<file path="src/hw/rtl/lnpd_pkg.sv">
// Shared types and constants of the line-number program decoder.
// No dependencies.
`timescale 1ns / 1ps
`default_nettype none
package lnpd_pkg;

   typedef enum logic [2:0] {
      ST_IDLE,
      ST_EXEC,
      ST_DIV,
      ST_MUL,
      ST_EMIT
   } state_type;

   typedef enum logic [2:0] {
      PH_OP,
      PH_ULEB,
      PH_SLEB,
      PH_FIXED,
      PH_EXTLEN,
      PH_EXTCODE,
      PH_SETADDR,
      PH_DISCRIM
   } phase_type;

   localparam logic [1:0] ERR_NONE = 2'd0;
   localparam logic [1:0] ERR_STD  = 2'd1;
   localparam logic [1:0] ERR_EXT  = 2'd2;

   localparam logic [2:0] CSR_MIN_INSN  = 3'd0;
   localparam logic [2:0] CSR_DEF_STMT  = 3'd1;
   localparam logic [2:0] CSR_LINE_BASE = 3'd2;
   localparam logic [2:0] CSR_LINE_RNG  = 3'd3;
   localparam logic [2:0] CSR_OP_BASE   = 3'd4;
   localparam logic [2:0] CSR_ADDR_BYTES = 3'd5;

   localparam logic [7:0] OP_EXTENDED   = 8'd0;
   localparam logic [7:0] OP_COPY       = 8'd1;
   localparam logic [7:0] OP_ADV_PC     = 8'd2;
   localparam logic [7:0] OP_ADV_LINE   = 8'd3;
   localparam logic [7:0] OP_SET_FILE   = 8'd4;
   localparam logic [7:0] OP_SET_COLUMN = 8'd5;
   localparam logic [7:0] OP_NEG_STMT   = 8'd6;
   localparam logic [7:0] OP_SET_BB     = 8'd7;
   localparam logic [7:0] OP_CONST_ADD  = 8'd8;
   localparam logic [7:0] OP_FIXED_ADV  = 8'd9;
   localparam logic [7:0] OP_SET_PE     = 8'd10;
   localparam logic [7:0] OP_SET_EB     = 8'd11;

   localparam logic [7:0] EXT_END_SEQ   = 8'd1;
   localparam logic [7:0] EXT_SET_ADDR  = 8'd2;
   localparam logic [7:0] EXT_SET_DISC  = 8'd4;

endpackage
`default_nettype wire

</file>
<file path="src/hw/rtl/line_number_program_decoder_core.sv">
// Line-number program decoder: byte-serial line-table machine with one shared
// divide/multiply sequencer. Depends on lnpd_pkg.
// A request is taken while idle and decoded in the next cycle; a special opcode adds 8 division
// steps by the line range, 8 shift-add steps by the instruction length and 1 emit, or the emit
// alone at a zero range; advance_pc and const_add_pc use the sequencer too. A new byte waits
// for the last to be done, even behind a held result. Sync reset restores all defaults.
`timescale 1ns / 1ps
`default_nettype none
module line_number_program_decoder_core import lnpd_pkg::*; (
   input  wire logic        clock,
   input  wire logic        reset,
   input  wire logic        req_valid,
   output logic             req_ready,
   input  wire logic [7:0]  req_program_byte,
   output logic             rsp_valid,
   input  wire logic        rsp_ready,
   output logic [63:0]      rsp_row_address,
   output logic [31:0]      rsp_row_line,
   output logic [31:0]      rsp_row_column,
   output logic [31:0]      rsp_row_file,
   output logic             rsp_row_is_stmt,
   output logic             rsp_row_blk_start,
   output logic             rsp_row_seq_end,
   output logic             rsp_row_prolog_done,
   output logic             rsp_row_epilog_start,
   output logic [1:0]       rsp_error_code,
   input  wire logic        csr_valid,
   output logic             csr_ready,
   input  wire logic [2:0]  csr_index,
   input  wire logic [7:0]  csr_data
);

   // configuration
   logic [7:0] min_insn_ff, lbase_ff, lrange_ff, op_base_ff;
   logic       def_stmt_ff;
   logic [3:0] addr_bytes_ff;

   state_type  st_ff, st_in;
   phase_type  ph_ff, ph_in;
   logic [7:0]  byte_ff, byte_in;
   logic [7:0]  pend_ff, pend_in;
   logic [63:0] accum_ff, accum_in;
   logic [6:0]  shift_ff, shift_in;
   logic [3:0]  ocnt_ff, ocnt_in;
   logic        err_ff, err_in;
   logic [63:0] addr_ff, addr_in;
   logic [31:0] line_ff, line_in, col_ff, col_in, file_ff, file_in;
   logic        stmt_ff, stmt_in, bb_ff, bb_in, pe_ff, pe_in, eb_ff, eb_in;
   logic [2:0]  cnt_ff, cnt_in;
   logic [7:0]  quo_ff, quo_in, rem_ff, rem_in;
   logic [63:0] mcand_ff, mcand_in, prod_ff, prod_in;
   logic        spec_ff, spec_in;

   logic        rsp_valid_ff, rsp_valid_in;
   logic [63:0] o_addr_ff, o_addr_in;
   logic [31:0] o_line_ff, o_line_in, o_col_ff, o_col_in, o_file_ff, o_file_in;
   logic [4:0]  o_flags_ff, o_flags_in;
   logic [1:0]  o_err_ff, o_err_in;

   logic        out_free;
   logic        leb_on, leb_last;
   logic [63:0] leb_acc;
   logic [6:0]  leb_sh;
   logic [63:0] sacc;
   logic [7:0]  adj;
   logic [8:0]  trial;
   logic        qbit;
   logic [7:0]  rem_nx, quo_nx;
   logic [63:0] fixed_acc, set_acc;
   logic [3:0]  ocnt_nx;

   assign csr_ready = 1'b1;
   assign req_ready = (st_ff == ST_IDLE);
   assign out_free  = !rsp_valid_ff || rsp_ready;

   always_ff @(posedge clock) begin
      if (reset) begin
         min_insn_ff   <= 8'd1;
         def_stmt_ff   <= 1'b1;
         lbase_ff      <= 8'hfb;
         lrange_ff     <= 8'd14;
         op_base_ff    <= 8'd13;
         addr_bytes_ff <= 4'd8;
      end else if (csr_valid) begin
         case (csr_index)
            CSR_MIN_INSN:   min_insn_ff   <= csr_data;
            CSR_DEF_STMT:   def_stmt_ff   <= csr_data[0];
            CSR_LINE_BASE:  lbase_ff      <= csr_data;
            CSR_LINE_RNG:   lrange_ff     <= csr_data;
            CSR_OP_BASE:    op_base_ff    <= csr_data;
            CSR_ADDR_BYTES: addr_bytes_ff <= csr_data[3:0];
            default: ;
         endcase
      end
   end

   always_comb begin
      // operand helpers on the held byte
      leb_on   = (shift_ff < 7'd64);
      leb_acc  = accum_ff | (leb_on ? ({57'd0, byte_ff[6:0]} << shift_ff[5:0]) : 64'd0);
      leb_sh   = leb_on ? shift_ff + 7'd7 : shift_ff;
      leb_last = !byte_ff[7];
      sacc     = leb_acc;
      if (byte_ff[6] && (leb_sh < 7'd64))
         sacc = leb_acc | ({64{1'b1}} << leb_sh[5:0]);
      fixed_acc = accum_ff | ((ocnt_ff != 4'd0) ? {48'd0, byte_ff, 8'd0} : {56'd0, byte_ff});
      set_acc   = accum_ff;
      if (ocnt_ff < 4'd8)
         set_acc = accum_ff | ({56'd0, byte_ff} << {ocnt_ff[2:0], 3'd0});
      ocnt_nx = ocnt_ff + 4'd1;
      adj     = byte_ff - op_base_ff;
      // one restoring division step
      trial   = {rem_ff, quo_ff[7]};
      qbit    = (trial >= {1'b0, lrange_ff});
      rem_nx  = qbit ? 8'(trial - {1'b0, lrange_ff}) : trial[7:0];
      quo_nx  = {quo_ff[6:0], qbit};
   end

   always_comb begin
      st_in = st_ff;   ph_in = ph_ff;   byte_in = byte_ff;  pend_in = pend_ff;
      accum_in = accum_ff;  shift_in = shift_ff;  ocnt_in = ocnt_ff;  err_in = err_ff;
      addr_in = addr_ff;  line_in = line_ff;  col_in = col_ff;  file_in = file_ff;
      stmt_in = stmt_ff;  bb_in = bb_ff;  pe_in = pe_ff;  eb_in = eb_ff;
      cnt_in = cnt_ff;  quo_in = quo_ff;  rem_in = rem_ff;
      mcand_in = mcand_ff;  prod_in = prod_ff;  spec_in = spec_ff;
      rsp_valid_in = rsp_valid_ff && !rsp_ready;
      o_addr_in = o_addr_ff;  o_line_in = o_line_ff;  o_col_in = o_col_ff;
      o_file_in = o_file_ff;  o_flags_in = o_flags_ff;  o_err_in = o_err_ff;

      case (st_ff)
         ST_IDLE: begin
            if (req_valid) begin
               byte_in = req_program_byte;
               st_in   = ST_EXEC;
            end
         end
         ST_EXEC: begin
            st_in = ST_IDLE;
            if (!err_ff) begin
               case (ph_ff)
                  PH_OP: begin
                     if (byte_ff >= op_base_ff) begin
                        spec_in = 1'b1;
                        if (lrange_ff == 8'd0) begin
                           line_in = line_ff + {24'd0, adj} + {{24{lbase_ff[7]}}, lbase_ff};
                           st_in   = ST_EMIT;
                        end else begin
                           quo_in = adj;  rem_in = 8'd0;  cnt_in = 3'd0;
                           st_in  = ST_DIV;
                        end
                     end else begin
                        case (byte_ff)
                           OP_EXTENDED: begin
                              ph_in = PH_EXTLEN;  accum_in = 64'd0;
                              shift_in = 7'd0;  ocnt_in = 4'd0;
                           end
                           OP_COPY: begin
                              if (out_free) begin
                                 rsp_valid_in = 1'b1;
                                 o_addr_in = addr_ff;  o_line_in = line_ff;
                                 o_col_in = col_ff;  o_file_in = file_ff;
                                 o_flags_in = {eb_ff, pe_ff, 1'b0, bb_ff, stmt_ff};
                                 o_err_in = ERR_NONE;
                                 bb_in = 1'b0;  pe_in = 1'b0;  eb_in = 1'b0;
                              end else begin
                                 st_in = ST_EXEC;
                              end
                           end
                           OP_ADV_PC, OP_SET_FILE, OP_SET_COLUMN: begin
                              pend_in = byte_ff;  ph_in = PH_ULEB;  accum_in = 64'd0;
                              shift_in = 7'd0;  ocnt_in = 4'd0;
                           end
                           OP_ADV_LINE: begin
                              ph_in = PH_SLEB;  accum_in = 64'd0;
                              shift_in = 7'd0;  ocnt_in = 4'd0;
                           end
                           OP_NEG_STMT: stmt_in = !stmt_ff;
                           OP_SET_BB:   bb_in = 1'b1;
                           OP_CONST_ADD: begin
                              spec_in = 1'b0;
                              if (lrange_ff != 8'd0) begin
                                 quo_in = 8'd255 - op_base_ff;  rem_in = 8'd0;
                                 cnt_in = 3'd0;  st_in = ST_DIV;
                              end
                           end
                           OP_FIXED_ADV: begin
                              ph_in = PH_FIXED;  accum_in = 64'd0;
                              shift_in = 7'd0;  ocnt_in = 4'd0;
                           end
                           OP_SET_PE: pe_in = 1'b1;
                           OP_SET_EB: eb_in = 1'b1;
                           default: begin
                              if (out_free) begin
                                 rsp_valid_in = 1'b1;
                                 o_addr_in = 64'd0;  o_line_in = 32'd0;  o_col_in = 32'd0;
                                 o_file_in = 32'd0;  o_flags_in = 5'd0;  o_err_in = ERR_STD;
                                 err_in = 1'b1;
                              end else begin
                                 st_in = ST_EXEC;
                              end
                           end
                        endcase
                     end
                  end
                  PH_ULEB: begin
                     accum_in = leb_acc;  shift_in = leb_sh;
                     if (leb_last) begin
                        ph_in = PH_OP;
                        if (pend_ff == OP_ADV_PC) begin
                           spec_in = 1'b0;  mcand_in = leb_acc;  prod_in = addr_ff;
                           cnt_in = 3'd0;  st_in = ST_MUL;
                        end else if (pend_ff == OP_SET_FILE) begin
                           file_in = leb_acc[31:0];
                        end else begin
                           col_in = leb_acc[31:0];
                        end
                     end
                  end
                  PH_SLEB: begin
                     accum_in = leb_acc;  shift_in = leb_sh;
                     if (leb_last) begin
                        line_in = line_ff + sacc[31:0];
                        ph_in   = PH_OP;
                     end
                  end
                  PH_FIXED: begin
                     accum_in = fixed_acc;
                     if (ocnt_ff != 4'd0) begin
                        addr_in = addr_ff + {48'd0, fixed_acc[15:0]};
                        ph_in   = PH_OP;
                     end else begin
                        ocnt_in = 4'd1;
                     end
                  end
                  PH_EXTLEN: begin
                     accum_in = leb_acc;  shift_in = leb_sh;
                     if (leb_last) ph_in = PH_EXTCODE;
                  end
                  PH_EXTCODE: begin
                     case (byte_ff)
                        EXT_END_SEQ: begin
                           if (out_free) begin
                              rsp_valid_in = 1'b1;
                              o_addr_in = addr_ff;  o_line_in = line_ff;
                              o_col_in = col_ff;  o_file_in = file_ff;
                              o_flags_in = {eb_ff, pe_ff, 1'b1, bb_ff, stmt_ff};
                              o_err_in = ERR_NONE;
                              addr_in = 64'd0;  line_in = 32'd1;  col_in = 32'd0;
                              file_in = 32'd1;  stmt_in = def_stmt_ff;
                              bb_in = 1'b0;  pe_in = 1'b0;  eb_in = 1'b0;
                              ph_in = PH_OP;
                           end else begin
                              st_in = ST_EXEC;
                           end
                        end
                        EXT_SET_ADDR: begin
                           if (addr_bytes_ff == 4'd0) begin
                              addr_in = 64'd0;  ph_in = PH_OP;
                           end else begin
                              ph_in = PH_SETADDR;  accum_in = 64'd0;
                              shift_in = 7'd0;  ocnt_in = 4'd0;
                           end
                        end
                        EXT_SET_DISC: begin
                           ph_in = PH_DISCRIM;  accum_in = 64'd0;
                           shift_in = 7'd0;  ocnt_in = 4'd0;
                        end
                        default: begin
                           if (out_free) begin
                              rsp_valid_in = 1'b1;
                              o_addr_in = 64'd0;  o_line_in = 32'd0;  o_col_in = 32'd0;
                              o_file_in = 32'd0;  o_flags_in = 5'd0;  o_err_in = ERR_EXT;
                              err_in = 1'b1;  ph_in = PH_OP;
                           end else begin
                              st_in = ST_EXEC;
                           end
                        end
                     endcase
                  end
                  PH_SETADDR: begin
                     accum_in = set_acc;  ocnt_in = ocnt_nx;
                     if (ocnt_nx >= addr_bytes_ff) begin
                        addr_in = set_acc;  ph_in = PH_OP;
                     end
                  end
                  PH_DISCRIM: begin
                     accum_in = leb_acc;  shift_in = leb_sh;
                     if (leb_last) ph_in = PH_OP;
                  end
                  default: ph_in = PH_OP;
               endcase
            end
         end
         ST_DIV: begin
            quo_in = quo_nx;  rem_in = rem_nx;  cnt_in = cnt_ff + 3'd1;
            if (cnt_ff == 3'd7) begin
               if (spec_ff)
                  line_in = line_ff + {24'd0, rem_nx} + {{24{lbase_ff[7]}}, lbase_ff};
               mcand_in = {56'd0, quo_nx};  prod_in = addr_ff;
               cnt_in = 3'd0;  st_in = ST_MUL;
            end
         end
         ST_MUL: begin
            // shift-add over the bits of the instruction length, starting from the address
            if (min_insn_ff[cnt_ff]) prod_in = prod_ff + mcand_ff;
            mcand_in = {mcand_ff[62:0], 1'b0};
            cnt_in   = cnt_ff + 3'd1;
            if (cnt_ff == 3'd7) begin
               addr_in = min_insn_ff[cnt_ff] ? prod_ff + mcand_ff : prod_ff;
               st_in   = spec_ff ? ST_EMIT : ST_IDLE;
            end
         end
         ST_EMIT: begin
            if (out_free) begin
               rsp_valid_in = 1'b1;
               o_addr_in = addr_ff;  o_line_in = line_ff;
               o_col_in = col_ff;  o_file_in = file_ff;
               o_flags_in = {eb_ff, pe_ff, 1'b0, bb_ff, stmt_ff};
               o_err_in = ERR_NONE;
               bb_in = 1'b0;  pe_in = 1'b0;  eb_in = 1'b0;
               st_in = ST_IDLE;
            end
         end
         default: st_in = ST_IDLE;
      endcase
   end

   always_ff @(posedge clock) begin
      if (reset) begin
         st_ff <= ST_IDLE;  ph_ff <= PH_OP;  pend_ff <= 8'd0;
         accum_ff <= 64'd0;  shift_ff <= 7'd0;  ocnt_ff <= 4'd0;  err_ff <= 1'b0;
         addr_ff <= 64'd0;  line_ff <= 32'd1;  col_ff <= 32'd0;  file_ff <= 32'd1;
         stmt_ff <= 1'b1;  bb_ff <= 1'b0;  pe_ff <= 1'b0;  eb_ff <= 1'b0;
         rsp_valid_ff <= 1'b0;  spec_ff <= 1'b0;
      end else begin
         st_ff <= st_in;  ph_ff <= ph_in;  pend_ff <= pend_in;
         accum_ff <= accum_in;  shift_ff <= shift_in;  ocnt_ff <= ocnt_in;  err_ff <= err_in;
         addr_ff <= addr_in;  line_ff <= line_in;  col_ff <= col_in;  file_ff <= file_in;
         stmt_ff <= stmt_in;  bb_ff <= bb_in;  pe_ff <= pe_in;  eb_ff <= eb_in;
         rsp_valid_ff <= rsp_valid_in;  spec_ff <= spec_in;
      end
   end

   always_ff @(posedge clock) begin
      byte_ff <= byte_in;  cnt_ff <= cnt_in;  quo_ff <= quo_in;  rem_ff <= rem_in;
      mcand_ff <= mcand_in;  prod_ff <= prod_in;
      o_addr_ff <= o_addr_in;  o_line_ff <= o_line_in;  o_col_ff <= o_col_in;
      o_file_ff <= o_file_in;  o_flags_ff <= o_flags_in;  o_err_ff <= o_err_in;
   end

   assign rsp_valid            = rsp_valid_ff;
   assign rsp_row_address      = o_addr_ff;
   assign rsp_row_line         = o_line_ff;
   assign rsp_row_column       = o_col_ff;
   assign rsp_row_file         = o_file_ff;
   assign rsp_row_is_stmt      = o_flags_ff[0];
   assign rsp_row_blk_start    = o_flags_ff[1];
   assign rsp_row_seq_end      = o_flags_ff[2];
   assign rsp_row_prolog_done  = o_flags_ff[3];
   assign rsp_row_epilog_start = o_flags_ff[4];
   assign rsp_error_code       = o_err_ff;

`ifndef SYNTH
   a_no_rsp_after_error: assert property (@(posedge clock) disable iff (reset)
      err_ff && !rsp_valid_ff |=> !rsp_valid_ff)
      else $error("result raised after error latch");
   a_rsp_source: assert property (@(posedge clock) disable iff (reset)
      $rose(rsp_valid_ff) |-> $past(st_ff == ST_EXEC || st_ff == ST_EMIT))
      else $error("result loaded outside decode or emit");
   a_err_code: assert property (@(posedge clock) disable iff (reset)
      rsp_valid_ff |-> rsp_error_code != 2'd3)
      else $error("bad error code");
   a_err_zero: assert property (@(posedge clock) disable iff (reset)
      rsp_valid_ff && rsp_error_code != ERR_NONE |-> rsp_row_line == 32'd0 && !rsp_row_is_stmt)
      else $error("error result carries row data");
`endif

endmodule
`default_nettype wire

</file>
<file path="config.mk">
export PLATFORM = sky130hd
export DESIGN_NAME = line_number_program_decoder_core
export DESIGN_NICKNAME = d
export VERILOG_FILES = /design/src/hw/rtl/lnpd_pkg.sv /design/src/hw/rtl/line_number_program_decoder_core.sv
export SDC_FILE = /design/constraint.sdc
export NUM_CORES = 2
export LEC_CHECK = 0
export BUFFER_PORTS_ARGS = -buffer_cell sky130_fd_sc_hd__buf_2
export CORE_UTILIZATION = 60
export CTS_CLUSTER_DIAMETER = 40
export DETAILED_ROUTE_END_ITERATION = 8
export PLACE_DENSITY_LB_ADDON = 0.12
export REMOVE_ABC_BUFFERS = 1
export SETUP_SLACK_MARGIN = 0.1
export SLEW_MARGIN = 10
export SYNTH_ARGS = -nofsm -noshare
export SYNTH_HDL_FRONTEND = slang
export SYNTH_SLANG_ARGS = --single-unit
export TNS_END_PERCENT = 30
</file>
<file path="constraint.sdc">
create_clock -name clock -period 31.6 [get_ports clock]
set_clock_uncertainty 0.2 [all_clocks]
set_input_delay 6.32 -clock clock [delete_from_list [all_inputs] [get_ports clock]]
set_output_delay 6.32 -clock clock [all_outputs]
set_load 0.02 [all_outputs]
</file>
== Word level (Yosys, flattened, before mapping) ==
Cells that the tools add are included.
Cells by class
  magnitude comparators: 7
  bitwise logic cells: 6
  reductions and logical operators: 60
  shifts and indexed selects: 3
  equality and inequality tests: 90
  add/sub/neg operators: 13
  multiplexer cells: 209
Operators by type and width (number)
  $mux 64: 26
  $pmux 32 s2: 15
  $mux 32: 29
  $pmux 64 s2: 7
  $pmux 64 s3: 3
  $pmux 64 s5: 1
  $or 64x64->64: 2
  $mux 8: 13
  $add 32x32->32: 3
  $pmux 32 s3: 1
  $mux 3: 23
  $add 32x8->32: 2
  $add 64x16->64: 1
  $add 64x64->64: 1
  $or 64x16->64: 1
  $shl 64x6->32 const A: 1
  $shl 7x6->64: 1
  $shl 8x6->64: 1
  $ne 3x3->1 const B: 19
  $ne 4x4->1 const B: 14
  $ne 2x2->1 const B: 24
  $reduce_and 6->1: 8
  $eq 8x3->1 const B: 5
  $pmux 5 s2: 4
  other kinds (65): 183
Word-level totals
  register bits: 615
  output and inout port bits: 170
  word-level logic and storage cells: 423

== Logic depth before layout (Yosys ltp) ==
  depth after elaboration: 10
  gate-level depth with buffers: 27
  gate-level depth less buffers: 26

== Worst setup path before layout ==
No wires, ideal clock.
  kind: input-to-reg
  from: input rsp_ready
  to: register o_addr_ff[0], in the netlist rsp_row_address[0], enable pin
  setup slack: 15902 ps
  data arrival time: 14723 ps
  stages: 5
  path buffers: 3
  setup time: 775 ps
  cell sequence: nor2b_1 > clkbuf_1 > clkbuf_1 > clkbuf_1 > a31oi_1
RTL lines
  from (decl): RTL line line_number_program_decoder_core.sv:16  | input wire logic rsp_ready,
  to (signal assigned): RTL line line_number_program_decoder_core.sv:347  | o_addr_ff <= o_addr_in; o_line_ff <= o_line_in; o_col_ff <= o_col_in;
  to (decl): RTL line line_number_program_decoder_core.sv:55  | logic [63:0] o_addr_ff, o_addr_in;

== Final worst setup path ==
  from: input rsp_ready
  to: register col_ff[21]
Between the ends
  longest elaborated chain between the ends: 3
RTL lines
  $logic_or 1x1->1: RTL line line_number_program_decoder_core.sv:74  | assign out_free = !rsp_valid_ff || rsp_ready;
  $ne 2x2->1 (no source line)
  $reduce_and 8->1 (no source line)
  to (signal assigned): RTL line line_number_program_decoder_core.sv:338  | addr_ff <= addr_in; line_ff <= line_in; col_ff <= col_in; file_ff <= file_in;
  to (decl): RTL line line_number_program_decoder_core.sv:47  | logic [31:0] line_ff, line_in, col_ff, col_in, file_ff, file_in;
No other way between the ends.
A chain may end at the register's enable or synchronous reset.

==> key figures <==
Power and ir drop
  • Sw Ratio: 30.7%
  • VDD IR max: 0.0000531 V
  • Sw power: 0.809 mW
  • Total Power: 2.63 mW
  • Power share of the combinational group: 20.4%
  • PwrDens: 57.5 nW/um^2
  • Leak: 17.1 nW
  • Clock power share: 45.0%
  • Sequential group share of total power: 34.6%
  • Pint: 1.82 mW

Yosys
  • Post-synth top area cell: edfxtp_1
  • #FFs+latches synth: 615
  • Synth cell types: 98
  • Synth top area cells: edfxtp_1, dfxtp_1, a21oi_1
  • Syn avg cell area: 8.06 sq um
  • Synth Cell Area: 40700 sq um
  • Post-synth EDFFs: 322
  • Post-synth top area share: 23.8%
  • Yosys warnings: 0
  • Post-synthesis cell count: 5051
  • Predominant post-synthesis flop cell: edfxtp_1
  • Async SR Flop Fraction: 0%
  • Register area share after synthesis: 38.2%

Final layout
  • Most frequent cells in the layout: nand2_1, a21oi_1, nor2_1
  • Cell area after layout: 45800 sq um
  • Most common cell after layout, fill and taps aside: nand2_1
  • Share of cells above drive strength 1: 10.2%
  • Layout Nets: 5333
  • Diode count: 0
  • Area Overhead vs Synth: 12.5%
  • Fill count: 5607

Place
  • Gpl congestion: 0.994
  • DP Area: 42100 sq um
  • Placed wire-length estimate: 98900 um
  • Number of port buffers: 192
  • Setup WS pre-CTS: 22260 ps

Clocking
  • CTS Buf Count: 103
  • Worst skew pair latency: 670 ps
  • Max Root-Sink Buffers: 3
  • Postcts setup bufs: 0
  • H-tree depth: 3
  • Hold Buf Count CTS: 0
  • Post_cts resized: 0
  • Clk root buf: clkbuf_16
  • Clock slew at reported path FFs: 60 ps
  • Sink Count: 615
  • CTS tree: built

Timing
  • Slew headroom: 14.3%
  • RSZ-0062 raised after global routing: no
  • Period Utilization, post-route: 27.6%
  • Setup TNS: 0 ps
  • Fmax: 115 MHz
  • Worst Setup Slack, final: 22890 ps
  • Final setup violation count: 0
  • Final hold vios: 0
  • Least-Margin Pin Slew: 1280 ps
  • Slew Limit Fails: 0
  • Period minus WS final: 8710 ps
  • Hold slack: 254 ps

Worst setup path
  • Setup crit start kind: input port
  • CP Class: input port to flip-flop
  • Critical Path RT: 31910 ps
  • CP startpoint: rsp_ready
  • CP arrival: 9020 ps
  • Reg2reg start: lrange_ff[1]
  • Crit path capture type: flip-flop
  • Crit path max fanout: 40

Drt
  • Vias/cell: 6.58
  • Wire length per cell: 23.4 um
  • Antenna viol nets, final: 0
  • Pre-antenna DRT Iters: 7
  • Post-route DRC: 0
  • Drt first-iter violations: 5115
  • Routed WL: 141000 um
  • Routed via count: 39800

Floorplanning
  • Starting density of the core: 60.6%
  • Die area: 68900 sq um
  • IO Pins: 194
  • Die X: 262 um
  • Total core area: 67200 sq um
  • # rows: 95
  • Die height: 262 um

GRT
  • Largest net degree at the start of global routing: 89
  • Initial antenna violation count: 2
  • First-pass GRT wire length: 217000 um
  • Vias in the first global route: 37500
  • Grt ovf: 0
  • Gr usage total: 40.0%

Worst hold path
  • Hold crit path type: flip-flop to flip-flop
  • Worst hold start: col_ff[14]

Status
  • Status: completed

Run
  • Max-cap violations: 0
[critical path, cell delays in order]
cell and delay, ps:
buf_2 130, nor2b_4 400, a21oi_1 120, o21ai_0 840, or2_2 840, nor3_1 90, a21oi_1 170, nor2_1 60
[cells in the mapped netlist (60+ instances only)]
master,n
clkbuf_1,291
a211oi_1,68
xnor2_1,105
a21oi_1,707
ha_1,204
inv_1,112
o21ai_0,306
a21o_1,87
edfxtp_1,322
nand3_1,112
nor3_1,121
nor2_1,471
o211ai_1,60
xor2_1,86
nand2_1,867
dfxtp_1,293
[state kept, by name (all words and copies together), names as in the netlist, 32 cells and up]
| signal | cells |
|---|---|
| accum_ff | 64 |
| addr_ff | 64 |
| col_ff | 32 |
| file_ff | 32 |
| line_ff | 32 |
| mcand_ff | 64 |
| prod_ff | 64 |
| rsp_row_address | 64 |
| rsp_row_column | 32 |
| rsp_row_file | 32 |
| rsp_row_line | 32 |
[layout make-up]
cell class	count	area [sq um]	share of cell area, %
Clock buffer	136	2960	6.47
Clock inverter	59	719	1.57
Inverter	114	428	0.934
Multi-Input combinational cell	3978	23500	51.3
Sequential cell	615	15500	33.9
Tap cell	873	1090	2.38
Timing Repair Buffer	270	1560	3.40
[per-stage QoR]
| step | utilization, % | cells |
|---|---|---|
| floorplan | - | 4707 |
| global route | 68.2 | 6045 |
| CTS | 68.2 | 6045 |
| finish | 68.2 | 6045 |
| global placement | 62.7 | 5850 |
| detailed placement | 62.7 | 5850 |
[worst paths after layout]
check	endpoint	cells after the start	slack, ps
min reg2reg	col_ff[14]	2	250
min	col_ff[14]	2	250
max reg2reg	line_ff[27]	23	24570
max	col_ff[21]	8	22890
[routing by layer]
metal	vias to the layer above	share of wire, %	global-route usage (%)
met5	-	0.033	0
met4	6	5.0	20.1
met2	2102	46	65.3
met1	18900	40	51.8
li1	18300	-	-
met3	436	8.8	6.05
[power groups by stage]
| stage | Combinational (mW) | Clock [mW] | Sequential [mW] |
|---|---|---|---|
| 4_1_cts | 0.524 | 1.19 | 0.910 |
| 5_1_grt | 0.580 | 1.22 | 0.914 |
| 6_report | 0.536 | 1.18 | 0.911 |
| 3_3_place_gp | 0.515 | 0 | 0.926 |
| 2_1_floorplan | 0.345 | 0 | 0.945 |
| 3_5_place_dp | 0.520 | 0 | 0.926 |
[cells by family after synthesis]
group / share of synthesized area, %
other cells: 0.00921
simple gates: 20.2
fa+ha+maj: 7.40
xor+xnor: 4.11
flops: 38.2
buf+inv: 4.37
mux: 1.29
compound gates: 24.4
Note: power is estimated with default switching activity, not from simulation.
